File: src/hw/rtl/gmis_pkg.sv
// Shared widths, codes and types of the grid mesh index sequencer.
// No dependencies.
package gmis_pkg;

	localparam int SEG_W     = 11;
	localparam int TOPO_W    = 2;
	localparam int IDX_W     = 21;
	localparam int LEN_W     = 23;
	localparam int PHASE_W   = 3;
	localparam int SECT_W    = 2;
	localparam int CFG_IDX_W = 2;

	localparam int MAX_SEGMENTS = 1024;
	localparam int QUEUE_DEPTH  = 2;

	localparam logic [CFG_IDX_W-1:0] REG_HSEG = CFG_IDX_W'(0);
	localparam logic [CFG_IDX_W-1:0] REG_VSEG = CFG_IDX_W'(1);
	localparam logic [CFG_IDX_W-1:0] REG_TOPO = CFG_IDX_W'(2);

	localparam logic [TOPO_W-1:0] TOPO_POINTS = TOPO_W'(0);
	localparam logic [TOPO_W-1:0] TOPO_LINES  = TOPO_W'(1);
	localparam logic [TOPO_W-1:0] TOPO_TRIS   = TOPO_W'(2);
	localparam logic [TOPO_W-1:0] TOPO_STRIP  = TOPO_W'(3);

	localparam logic [SECT_W-1:0] SECT_HEAD = SECT_W'(0);
	localparam logic [SECT_W-1:0] SECT_BODY = SECT_W'(1);
	localparam logic [SECT_W-1:0] SECT_JOIN = SECT_W'(2);

	localparam logic [SEG_W-1:0]  HSEG_RST = SEG_W'(1);
	localparam logic [SEG_W-1:0]  VSEG_RST = SEG_W'(1);
	localparam logic [TOPO_W-1:0] TOPO_RST = TOPO_TRIS;

	typedef struct packed {
		logic restart;
	} req_item_t;

	typedef struct packed {
		logic              clr;
		logic              err;
		logic [TOPO_W-1:0] topo;
		logic [SEG_W-1:0]  h;
		logic [SEG_W-1:0]  w;
		logic [IDX_W-1:0]  vw;
		logic [LEN_W-1:0]  len;
		logic [LEN_W-1:0]  len_m1;
	} geom_t;

endpackage

File: src/hw/rtl/gmis_req_if.sv
// Request channel of the grid mesh index sequencer.
// Depends on gmis_pkg.
interface gmis_req_if import gmis_pkg::*; ();
	logic valid;
	logic ready;
	logic restart;

	modport source (output valid, output restart, input ready);
	modport sink (input valid, input restart, output ready);
endinterface

File: src/hw/rtl/gmis_rsp_if.sv
// Result channel of the grid mesh index sequencer.
// Depends on gmis_pkg for field widths.
interface gmis_rsp_if import gmis_pkg::*; ();
	logic             valid;
	logic             ready;
	logic [IDX_W-1:0] vtx_idx;
	logic             last_in_sequence;
	logic [LEN_W-1:0] sequence_length;
	logic             status;

	modport source (output valid, output vtx_idx, output last_in_sequence,
		output sequence_length, output status, input ready);
	modport sink (input valid, input vtx_idx, input last_in_sequence,
		input sequence_length, input status, output ready);
endinterface

File: src/hw/rtl/gmis_queue.sv
// Short request queue between front and back.
// Depends on gmis_pkg.
module gmis_queue import gmis_pkg::*; #(
	parameter int DEPTH = QUEUE_DEPTH
) (
	input  logic      clk,
	input  logic      arst_n,
	input  logic      push,
	input  req_item_t push_item,
	output logic      full,
	input  logic      pop,
	output logic      head_valid,
	output req_item_t head_item
);

	localparam int PTR_W = (DEPTH > 1) ? $clog2(DEPTH) : 1;
	localparam int CNT_W = $clog2(DEPTH + 1);

	req_item_t        mem_q [DEPTH];
	logic [PTR_W-1:0] wr_ptr_q;
	logic [PTR_W-1:0] rd_ptr_q;
	logic [CNT_W-1:0] cnt_q;

	assign full       = (cnt_q == CNT_W'(DEPTH));
	assign head_valid = (cnt_q != '0);
	assign head_item  = mem_q[rd_ptr_q];

	always_ff @(posedge clk) begin
		if (push) begin
			mem_q[wr_ptr_q] <= push_item;
		end
	end

	always_ff @(posedge clk or negedge arst_n) begin
		if (!arst_n) begin
			wr_ptr_q <= '0;
			rd_ptr_q <= '0;
			cnt_q    <= '0;
		end else begin
			if (push) begin
				wr_ptr_q <= (wr_ptr_q == PTR_W'(DEPTH - 1)) ? '0 : wr_ptr_q + 1'b1;
			end
			if (pop) begin
				rd_ptr_q <= (rd_ptr_q == PTR_W'(DEPTH - 1)) ? '0 : rd_ptr_q + 1'b1;
			end
			case ({push, pop})
				2'b10:   cnt_q <= cnt_q + 1'b1;
				2'b01:   cnt_q <= cnt_q - 1'b1;
				default: cnt_q <= cnt_q;
			endcase
		end
	end

endmodule

File: src/hw/rtl/gmis_front.sv
// Front end: configuration registers, grid geometry and sequence length,
// request acceptance into the queue. Depends on gmis_pkg, gmis_req_if.
module gmis_front import gmis_pkg::*; (
	input  logic                 clk,
	input  logic                 arst_n,
	input  logic                 cfg_we,
	input  logic [CFG_IDX_W-1:0] cfg_idx,
	input  logic [SEG_W-1:0]     cfg_wdata,
	gmis_req_if.sink             req,
	output logic                 q_push,
	output req_item_t            q_item,
	input  logic                 q_full,
	output geom_t                geom
);

	logic [SEG_W-1:0]   hseg_q;
	logic [SEG_W-1:0]   vseg_q;
	logic [TOPO_W-1:0]  topo_q;
	geom_t              geom_q;

	logic               cfg_clr;
	logic [SEG_W-1:0]   hc;
	logic [SEG_W-1:0]   vc;
	logic [2*SEG_W-1:0] hv;
	logic [LEN_W-1:0]   len_pts;
	logic [LEN_W-1:0]   len_lin;
	logic [LEN_W-1:0]   len_tri;
	logic [LEN_W-1:0]   len_stp;
	logic [LEN_W-1:0]   len_sel;

	always_ff @(posedge clk or negedge arst_n) begin
		if (!arst_n) begin
			hseg_q <= HSEG_RST;
			vseg_q <= VSEG_RST;
			topo_q <= TOPO_RST;
		end else if (cfg_we) begin
			unique case (cfg_idx)
				REG_HSEG: hseg_q <= cfg_wdata;
				REG_VSEG: vseg_q <= cfg_wdata;
				REG_TOPO: topo_q <= cfg_wdata[TOPO_W-1:0];
				default:  ;
			endcase
		end
	end

	assign cfg_clr = cfg_we && (cfg_idx == REG_HSEG || cfg_idx == REG_VSEG
		|| cfg_idx == REG_TOPO);

	assign hc = (hseg_q > SEG_W'(MAX_SEGMENTS)) ? SEG_W'(MAX_SEGMENTS) : hseg_q;
	assign vc = (vseg_q > SEG_W'(MAX_SEGMENTS)) ? SEG_W'(MAX_SEGMENTS) : vseg_q;
	assign hv = hc * vc;

	assign len_pts = LEN_W'(hv) + LEN_W'(hc) + LEN_W'(vc) + LEN_W'(1);
	assign len_lin = (LEN_W'(hc) << 1) + (LEN_W'(vc) << 1) + LEN_W'(4);
	assign len_tri = (LEN_W'(hv) << 2) + (LEN_W'(hv) << 1);
	assign len_stp = (LEN_W'(hv) << 1) + (LEN_W'(vc) << 2) - LEN_W'(2);

	always_comb begin
		unique case (topo_q)
			TOPO_POINTS: len_sel = len_pts;
			TOPO_LINES:  len_sel = len_lin;
			TOPO_TRIS:   len_sel = len_tri;
			default:     len_sel = len_stp;
		endcase
	end

	// geometry is registered from the config registers, in the cycle after they change
	always_ff @(posedge clk) begin
		geom_q.clr    <= 1'b0;
		geom_q.err    <= (hc == '0) || (vc == '0);
		geom_q.topo   <= topo_q;
		geom_q.h      <= hc;
		geom_q.w      <= hc + 1'b1;
		geom_q.vw     <= IDX_W'(hv) + IDX_W'(vc);
		geom_q.len    <= len_sel;
		geom_q.len_m1 <= len_sel - 1'b1;
	end

	always_comb begin
		geom     = geom_q;
		geom.clr = cfg_clr;
	end

	assign req.ready      = !q_full;
	assign q_push         = req.valid && !q_full;
	assign q_item.restart = req.restart;

endmodule

File: src/hw/rtl/gmis_back.sv
// Back end: walk counters, index forming and the result register.
// Depends on gmis_pkg, gmis_rsp_if.
module gmis_back import gmis_pkg::*; (
	input  logic      clk,
	input  logic      arst_n,
	input  geom_t     geom,
	input  logic      head_valid,
	input  req_item_t head_item,
	output logic      pop,
	gmis_rsp_if.source rsp
);

	logic [LEN_W-1:0]   pos_q;
	logic [IDX_W-1:0]   base_q;
	logic [SEG_W-1:0]   col_q;
	logic [PHASE_W-1:0] phase_q;
	logic [SECT_W-1:0]  sect_q;

	logic               rsp_valid_q;
	logic [IDX_W-1:0]   idx_q;
	logic               last_q;
	logic [LEN_W-1:0]   len_q;
	logic               stat_q;

	logic [LEN_W-1:0]   pos_nx;
	logic [IDX_W-1:0]   base_nx;
	logic [SEG_W-1:0]   col_nx;
	logic [PHASE_W-1:0] phase_nx;
	logic [SECT_W-1:0]  sect_nx;
	logic [IDX_W-1:0]   idx;
	logic               last;

	assign pop = head_valid && (!rsp_valid_q || rsp.ready);

	always_comb begin
		logic [LEN_W-1:0]   c_pos;
		logic [IDX_W-1:0]   c_base;
		logic [SEG_W-1:0]   c_col;
		logic [PHASE_W-1:0] c_phase;
		logic [SECT_W-1:0]  c_sect;
		logic               use_c;
		logic [IDX_W-1:0]   off;
		logic               col_end;
		logic [IDX_W-1:0]   w_x;
		logic [IDX_W-1:0]   h_x;

		c_pos   = head_item.restart ? '0 : pos_q;
		c_base  = head_item.restart ? '0 : base_q;
		c_col   = head_item.restart ? '0 : col_q;
		c_phase = head_item.restart ? '0 : phase_q;
		c_sect  = head_item.restart ? '0 : sect_q;
		w_x     = IDX_W'(geom.w);
		h_x     = IDX_W'(geom.h);
		col_end = (c_col >= geom.h);

		use_c    = 1'b1;
		off      = '0;
		pos_nx   = c_pos + 1'b1;
		base_nx  = c_base;
		col_nx   = c_col;
		phase_nx = c_phase;
		sect_nx  = c_sect;

		unique case (geom.topo)
			TOPO_POINTS: begin
				if (col_end) begin
					col_nx  = '0;
					base_nx = c_base + w_x;
				end else begin
					col_nx = c_col + 1'b1;
				end
			end
			TOPO_LINES: begin
				if (c_sect == SECT_HEAD) begin
					off = (c_phase != '0) ? geom.vw : '0;
				end else begin
					use_c = 1'b0;
					off   = (c_phase != '0) ? h_x : '0;
				end
				if (c_phase == '0) begin
					phase_nx = PHASE_W'(1);
				end else begin
					phase_nx = '0;
					if (c_sect == SECT_HEAD) begin
						if (col_end) begin
							sect_nx = SECT_BODY;
							base_nx = '0;
							col_nx  = '0;
						end else begin
							col_nx = c_col + 1'b1;
						end
					end else begin
						base_nx = c_base + w_x;
					end
				end
			end
			TOPO_TRIS: begin
				case (c_phase) inside
					PHASE_W'(1), PHASE_W'(4): off = w_x;
					PHASE_W'(2), PHASE_W'(3): off = IDX_W'(1);
					PHASE_W'(5):              off = w_x + 1'b1;
					default:                  off = '0;
				endcase
				if (c_phase < PHASE_W'(5)) begin
					phase_nx = c_phase + 1'b1;
				end else begin
					phase_nx = '0;
					if ({1'b0, c_col} + 1'b1 >= {1'b0, geom.h}) begin
						col_nx  = '0;
						base_nx = c_base + w_x;
					end else begin
						col_nx = c_col + 1'b1;
					end
				end
			end
			default: begin
				if (c_sect == SECT_HEAD) begin
					use_c = 1'b0;
					off   = (c_phase != '0) ? w_x : '0;
				end else if (c_sect == SECT_BODY) begin
					off = (c_phase != '0) ? w_x : '0;
				end else begin
					use_c = 1'b0;
					off   = (c_phase != '0) ? w_x : w_x + h_x;
				end
				if (c_phase == '0) begin
					phase_nx = PHASE_W'(1);
				end else begin
					phase_nx = '0;
					if (c_sect == SECT_HEAD) begin
						sect_nx = SECT_BODY;
						col_nx  = SEG_W'(1);
					end else if (c_sect == SECT_BODY) begin
						if (col_end) begin
							sect_nx = SECT_JOIN;
						end else begin
							col_nx = c_col + 1'b1;
						end
					end else begin
						sect_nx = SECT_HEAD;
						col_nx  = '0;
						base_nx = c_base + w_x;
					end
				end
			end
		endcase

		idx  = c_base + (use_c ? IDX_W'(c_col) : '0) + off;
		last = (c_pos == geom.len_m1);

		if (geom.err || last) begin
			pos_nx   = '0;
			base_nx  = '0;
			col_nx   = '0;
			phase_nx = '0;
			sect_nx  = '0;
		end
	end

	always_ff @(posedge clk or negedge arst_n) begin
		if (!arst_n) begin
			pos_q   <= '0;
			base_q  <= '0;
			col_q   <= '0;
			phase_q <= '0;
			sect_q  <= '0;
		end else if (geom.clr) begin
			pos_q   <= '0;
			base_q  <= '0;
			col_q   <= '0;
			phase_q <= '0;
			sect_q  <= '0;
		end else if (pop) begin
			pos_q   <= pos_nx;
			base_q  <= base_nx;
			col_q   <= col_nx;
			phase_q <= phase_nx;
			sect_q  <= sect_nx;
		end
	end

	always_ff @(posedge clk or negedge arst_n) begin
		if (!arst_n) begin
			rsp_valid_q <= 1'b0;
		end else if (pop) begin
			rsp_valid_q <= 1'b1;
		end else if (rsp.ready) begin
			rsp_valid_q <= 1'b0;
		end
	end

	always_ff @(posedge clk) begin
		if (pop) begin
			idx_q  <= geom.err ? '0 : idx;
			last_q <= !geom.err && last;
			len_q  <= geom.err ? '0 : geom.len;
			stat_q <= geom.err;
		end
	end

	assign rsp.valid            = rsp_valid_q;
	assign rsp.vtx_idx          = idx_q;
	assign rsp.last_in_sequence = last_q;
	assign rsp.sequence_length  = len_q;
	assign rsp.status           = stat_q;

endmodule

File: src/hw/rtl/grid_mesh_index_sequencer.sv
// Grid mesh index sequencer top level: front, request queue, back.
// Depends on gmis_pkg, gmis_req_if, gmis_rsp_if, gmis_queue, gmis_front, gmis_back.
//
// channel  dir  fields
// req      in   restart
// rsp      out  vtx_idx, last_in_sequence, sequence_length, status
// cfg      in   cfg_we, cfg_idx, cfg_wdata (write only)
//
// One request per clock while the queue is not full. A taken request is written into the queue;
// its pop from the queue loads the result register, which drives rsp.
// The queue (QDEPTH entries) lets requests be taken while a result waits on rsp.
// Geometry and sequence length are registered from the config registers after a config write.
// Reset clears the walk counters and restores the register defaults; no sweep.
module grid_mesh_index_sequencer import gmis_pkg::*; #(
	parameter int QDEPTH = QUEUE_DEPTH
) (
	input  logic                 clk,
	input  logic                 arst_n,
	input  logic                 cfg_we,
	input  logic [CFG_IDX_W-1:0] cfg_idx,
	input  logic [SEG_W-1:0]     cfg_wdata,
	gmis_req_if.sink             req,
	gmis_rsp_if.source           rsp
);

	logic      q_push;
	req_item_t q_item;
	logic      q_full;
	logic      q_pop;
	logic      q_head_valid;
	req_item_t q_head;
	geom_t     geom;

	gmis_front u_front (
		.clk       (clk),
		.arst_n    (arst_n),
		.cfg_we    (cfg_we),
		.cfg_idx   (cfg_idx),
		.cfg_wdata (cfg_wdata),
		.req       (req),
		.q_push    (q_push),
		.q_item    (q_item),
		.q_full    (q_full),
		.geom      (geom)
	);

	gmis_queue #(
		.DEPTH (QDEPTH)
	) u_queue (
		.clk        (clk),
		.arst_n     (arst_n),
		.push       (q_push),
		.push_item  (q_item),
		.full       (q_full),
		.pop        (q_pop),
		.head_valid (q_head_valid),
		.head_item  (q_head)
	);

	gmis_back u_back (
		.clk        (clk),
		.arst_n     (arst_n),
		.geom       (geom),
		.head_valid (q_head_valid),
		.head_item  (q_head),
		.pop        (q_pop),
		.rsp        (rsp)
	);

endmodule

File: src/flat_wrapper.sv
// flat-port wrapper written by rule: the top's interface ports become plain ports
module grid_mesh_index_sequencer_flat import gmis_pkg::*;
#(
	parameter int QDEPTH = QUEUE_DEPTH
)
  (clk, arst_n, cfg_we, cfg_idx, cfg_wdata, req_valid, req_restart, req_ready, rsp_valid, rsp_vtx_idx, rsp_last_in_sequence, rsp_sequence_length, rsp_status, rsp_ready);
  gmis_req_if req_i ();
  gmis_rsp_if rsp_i ();
  input  logic clk;
  input  logic arst_n;
  input  logic cfg_we;
  input  logic [CFG_IDX_W-1:0] cfg_idx;
  input  logic [SEG_W-1:0] cfg_wdata;
  input wire logic [$bits(req_i.valid)-1:0] req_valid;
  input wire logic [$bits(req_i.restart)-1:0] req_restart;
  output wire logic [$bits(req_i.ready)-1:0] req_ready;
  output wire logic [$bits(rsp_i.valid)-1:0] rsp_valid;
  output wire logic [$bits(rsp_i.vtx_idx)-1:0] rsp_vtx_idx;
  output wire logic [$bits(rsp_i.last_in_sequence)-1:0] rsp_last_in_sequence;
  output wire logic [$bits(rsp_i.sequence_length)-1:0] rsp_sequence_length;
  output wire logic [$bits(rsp_i.status)-1:0] rsp_status;
  input wire logic [$bits(rsp_i.ready)-1:0] rsp_ready;
  assign req_i.valid = req_valid;
  assign req_i.restart = req_restart;
  assign req_ready = req_i.ready;
  assign rsp_valid = rsp_i.valid;
  assign rsp_vtx_idx = rsp_i.vtx_idx;
  assign rsp_last_in_sequence = rsp_i.last_in_sequence;
  assign rsp_sequence_length = rsp_i.sequence_length;
  assign rsp_status = rsp_i.status;
  assign rsp_i.ready = rsp_ready;
  grid_mesh_index_sequencer #(.QDEPTH(QDEPTH)) u_core (.clk(clk), .arst_n(arst_n), .cfg_we(cfg_we), .cfg_idx(cfg_idx), .cfg_wdata(cfg_wdata), .req(req_i), .rsp(rsp_i));
endmodule
File: config.mk
export PLATFORM = sky130hd
export DESIGN_NAME = grid_mesh_index_sequencer_flat
export DESIGN_NICKNAME = d
export VERILOG_FILES = /design/src/hw/rtl/gmis_pkg.sv /design/src/hw/rtl/gmis_req_if.sv /design/src/hw/rtl/gmis_rsp_if.sv /design/src/hw/rtl/gmis_queue.sv /design/src/hw/rtl/gmis_front.sv /design/src/hw/rtl/gmis_back.sv /design/src/hw/rtl/grid_mesh_index_sequencer.sv /design/src/flat_wrapper.sv
export SDC_FILE = /design/constraint.sdc
export NUM_CORES = 1
export LEC_CHECK = 0
export BUFFER_PORTS_ARGS = -buffer_cell sky130_fd_sc_hd__buf_2
export CAP_MARGIN = 20
export CORE_UTILIZATION = 25
export CTS_CLUSTER_SIZE = 28
export DETAILED_ROUTE_END_ITERATION = 12
export GPL_ROUTABILITY_DRIVEN = 0
export GPL_TIMING_DRIVEN = 0
export PLACE_DENSITY = 0.5
export SYNTH_ARGS = -nofsm -noshare
export SYNTH_HDL_FRONTEND = slang
export SYNTH_SLANG_ARGS = --single-unit
File: constraint.sdc
create_clock -name clk -period 8.9 [get_ports clk]
set_input_delay 0.445 -clock clk [delete_from_list [all_inputs] [get_ports clk]]
set_output_delay 0.445 -clock clk [all_outputs]
set_load 0.05 [all_outputs]
==> flow_summary.ini <==
[status]
status = complete, no violations

[critical_path]
worstPathMaxFanout = 10
rrSetupSlack_ns = 0.24
r2r_start = u_core.u_front.hseg_q[2]
critical_path_arrival_ns = 9.16
reg2reg_to = u_core.u_front.geom[22]
crit_path_start_kind = flip-flop
worstSetupEndpointType = flip-flop
cpMostUsedCell = fa_1
critPathKind = reg2reg
critPathSlowestCell = fa_1
ff2ff_path_depth = 31
cpPeakStageDelay_ns = 0.56
required_ns = 9.40

[drt]
vias = 20700
topRoutingLayerUsed = met4
drt-total-wl_um = 80500
first_pass_iters = 6
drt.antenna.violating_nets = 0
drt_iter0_markers = 1780
viasPerCell = 5.11
wl_met1_um = 36700
wl_met3_um = 4500
drc = 0
wl_met2_um = 37100
post_drt_wl_per_cell_um = 19.9

[floorplan]
dieHeight_um = 304
start_util_pct = 25.3
core.rowCount = 110
die_area_um2 = 92200
die_w_um = 304
coreArea_um2 = 90000
ios = 67

[clock_tree]
clkTransAtPathRegs_ns = 0.07
cts_tree = yes
cts_sinks = 229
clkLatencyLatePin_ns = 0.59
cts_buffers = 27
clk_path_buf_depth = 3
cts_max_level = 1
cts_root_buffer = clkbuf_16

[synthesis]
ys_types = 88
synthArstFlopShare_pct = 38.9
ys.warnings.count = 0
synth_fa_ha_area_share_pct = 23.1
synth.most_common_cell = inv_1
synth_seq_cells = 229
synthTopCellsByArea = ha_1 (13%), fa_1 (9.6%), dfrtp_1 (9.5%)
ys_seq_area_share_pct = 24.2
synth_compound_area_share_pct = 19.3
synth_area_um2 = 22700
synthMuxAreaShare_pct = 2.30
synth_common_cells = inv_1 (291), nor2_1 (252), ha_1 (245)
synth_top_family_by_area = adder cells
synth_nets = 3075
synthCells = 2702
synth_xor_area_share_pct = 6.08
synth_top_area_share_pct = 13.5
synth_area_leader_cell = ha_1
synth_edf_count = 48
avgSynthCellArea_um2 = 8.42
synth_flop_cell = dfxtp_1
yosys.area_share.simple_pct = 18.4

[grt]
grt_start_max_net_pins = 61
antenna_found_initial = 0
gr-total-overflow = 0
grt_pass1_wl_um = 124000
grt_usage_pct = 17.2
grt_pass1_vias = 20200

[cells_and_area]
area_growth_pct = 16.5
n_fill_cell = 9704
finalNetCount = 3227
diodes = 0
finish.utilization_pct = 29.4
final_cell_area_um2 = 26500
drive_gt1_share_pct = 11.2

[timing]
relSlewSlack_pct = 20.1
fin_hold_ws_ns = 0.0602
hold_violations = 0
clock_skew_ns = 0.0247
fmax_ghz = 0.116
layout_setup_ws_ns = 0.244
fin_crit_sh_pct = 97.3
worst_pin_slew_ns = 1.19
slew_viol_final = 0
period_needed_ns = 8.66
finalSetupViolCount = 0
rsz0062_at_grt = yes

[min_path]
hold_path_depth = 1
min_path_type = in2reg
hp-start = req_restart
min_to = u_core.u_queue.mem_q[1]

[placed_design]
portBuffers = 66
place_hpwl_um = 63600
post-place-ws_ns = -2.50
placed_cell_area_um2 = 24600

[job]
drv_cap = 0
per-layer routing:
| layer | up-vias | global-route usage [%] |
|---|---|---|
| met1 | 10100 | 23.5 |
| met5 | - | 0 |
| met3 | 122 | 1.76 |
| met4 | 0 | 4.38 |
| li1 | 9827 | - |
| met2 | 693 | 28.8 |
registers in the layout, indices dropped and copies added (netlist names):
| name | count |
|---|---|
| u_core.u_back.sect_q | 2 |
| u_core.u_queue.rd_ptr_q | 1 |
| u_core.u_back.phase_q | 3 |
| u_core.u_back.rsp.vtx_idx | 21 |
| u_core.u_back.col_q | 11 |
| u_core.u_back.rsp.status | 1 |
| u_core.u_queue.mem_q | 2 |
| u_core.u_queue.wr_ptr_q | 1 |
| u_core.u_back.rsp.valid | 1 |
| u_core.u_back.rsp.last_in_sequence | 1 |
| u_core.u_back.pos_q | 23 |
| u_core.u_back.base_q | 21 |
| u_core.u_front.vseg_q | 11 |
| u_core.u_back.rsp.sequence_length | 23 |
| u_core.u_front.geom | 92 |
| u_core.u_front.topo_q | 2 |
| u_core.u_front.hseg_q | 11 |
| u_core.u_queue.cnt_q | 2 |
metrics by stage:
stage / instances / TNS (ns)
2_1_floorplan: 2702 / 0
3_3_place_gp: 3944 / -59.29
3_5_place_dp: 3949 / -44.97
4_1_cts: 4023 / -0.0795
5_1_grt: 4051 / -0.200
6_report: 4051 / 0
layout by cell type (no fill, tap or decap), types with 15 or more instances in the layout:
cell type / instances
xnor2_1: 98
a31oi_1: 30
nand2_1: 229
nor2_1: 250
clkbuf_16: 29
o21a_1: 26
clkbuf_1: 66
or3_1: 15
inv_1: 279
a211oi_1: 17
o31ai_1: 18
nand4_1: 20
o21ai_0: 166
a21o_1: 42
a22o_1: 21
mux2i_1: 22
a32o_1: 23
xor2_1: 46
edfxtp_1: 48
and3_1: 29
and2_1: 37
ha_1: 238
dfrtp_1: 82
nor3_1: 63
a21oi_1: 122
o211ai_1: 15
buf_4: 60
nor2b_1: 49
mux2_2: 23
dfxtp_1: 92
o32ai_1: 17
o22ai_1: 23
fa_1: 109
nand3_1: 57
buf_2: 67
critical path: cells and delay by family (launching register included):
kind            cells  cell delay, ns
compound gates      8            1.71
buf+inv             7            1.20
simple gates        6            1.21
flops               1            0.45
xor+xnor            3            0.65
fa+ha+maj           7            3.35
cell type report:
cell class                 instances  area [um2]  area share, %
multi-input combinational       2078       16100           60.9
sequential                       229        5520           20.8
tap                             1176        1470           5.55
inverter                         302        1180           4.46
timing repair buffer             131         866           3.27
clock buffer                      30         739           2.79
buffer                            85         358           1.35
clock inverter                    20         211          0.798
kinds of logic after synthesis:
family / Yosys count
mux: 47
simple gates: 861
xor+xnor: 153
compound gates: 663
buf+inv: 395
fa+ha+maj: 354
flops: 229
how the worst max path moves through the flow:
stage | startpoint | endpoint | slack [ns] | cells past startpoint
2_1_floorplan | u_core.u_front.hseg_q[10] | u_core.u_front.geom[22] | 0.26 | 33
3_3_place_gp | u_core.u_front.hseg_q[10] | u_core.u_front.geom[22] | -3.10 | 33
3_5_place_dp | u_core.u_front.hseg_q[10] | u_core.u_front.geom[22] | -2.50 | 34
4_1_cts | u_core.u_front.hseg_q[10] | u_core.u_front.geom[22] | -0.08 | 31
5_1_grt | u_core.u_front.hseg_q[2] | u_core.u_front.geom[22] | -0.18 | 31
6_report | u_core.u_front.hseg_q[2] | u_core.u_front.geom[22] | 0.24 | 31
what timing repair did:
action,4_1_cts,5_1_grt
gates resized for setup,81,50
setup endpoints to repair,43,11
setup buffers,29,27
pin swaps,4,17
gates cloned,0,0
hold buffers,1,0
endpoints found under the hold margin,26,0
Power is left out: the tool's default activity adds up to more than one toggle a clock period on the data nets, which glitch-free logic cannot reach.
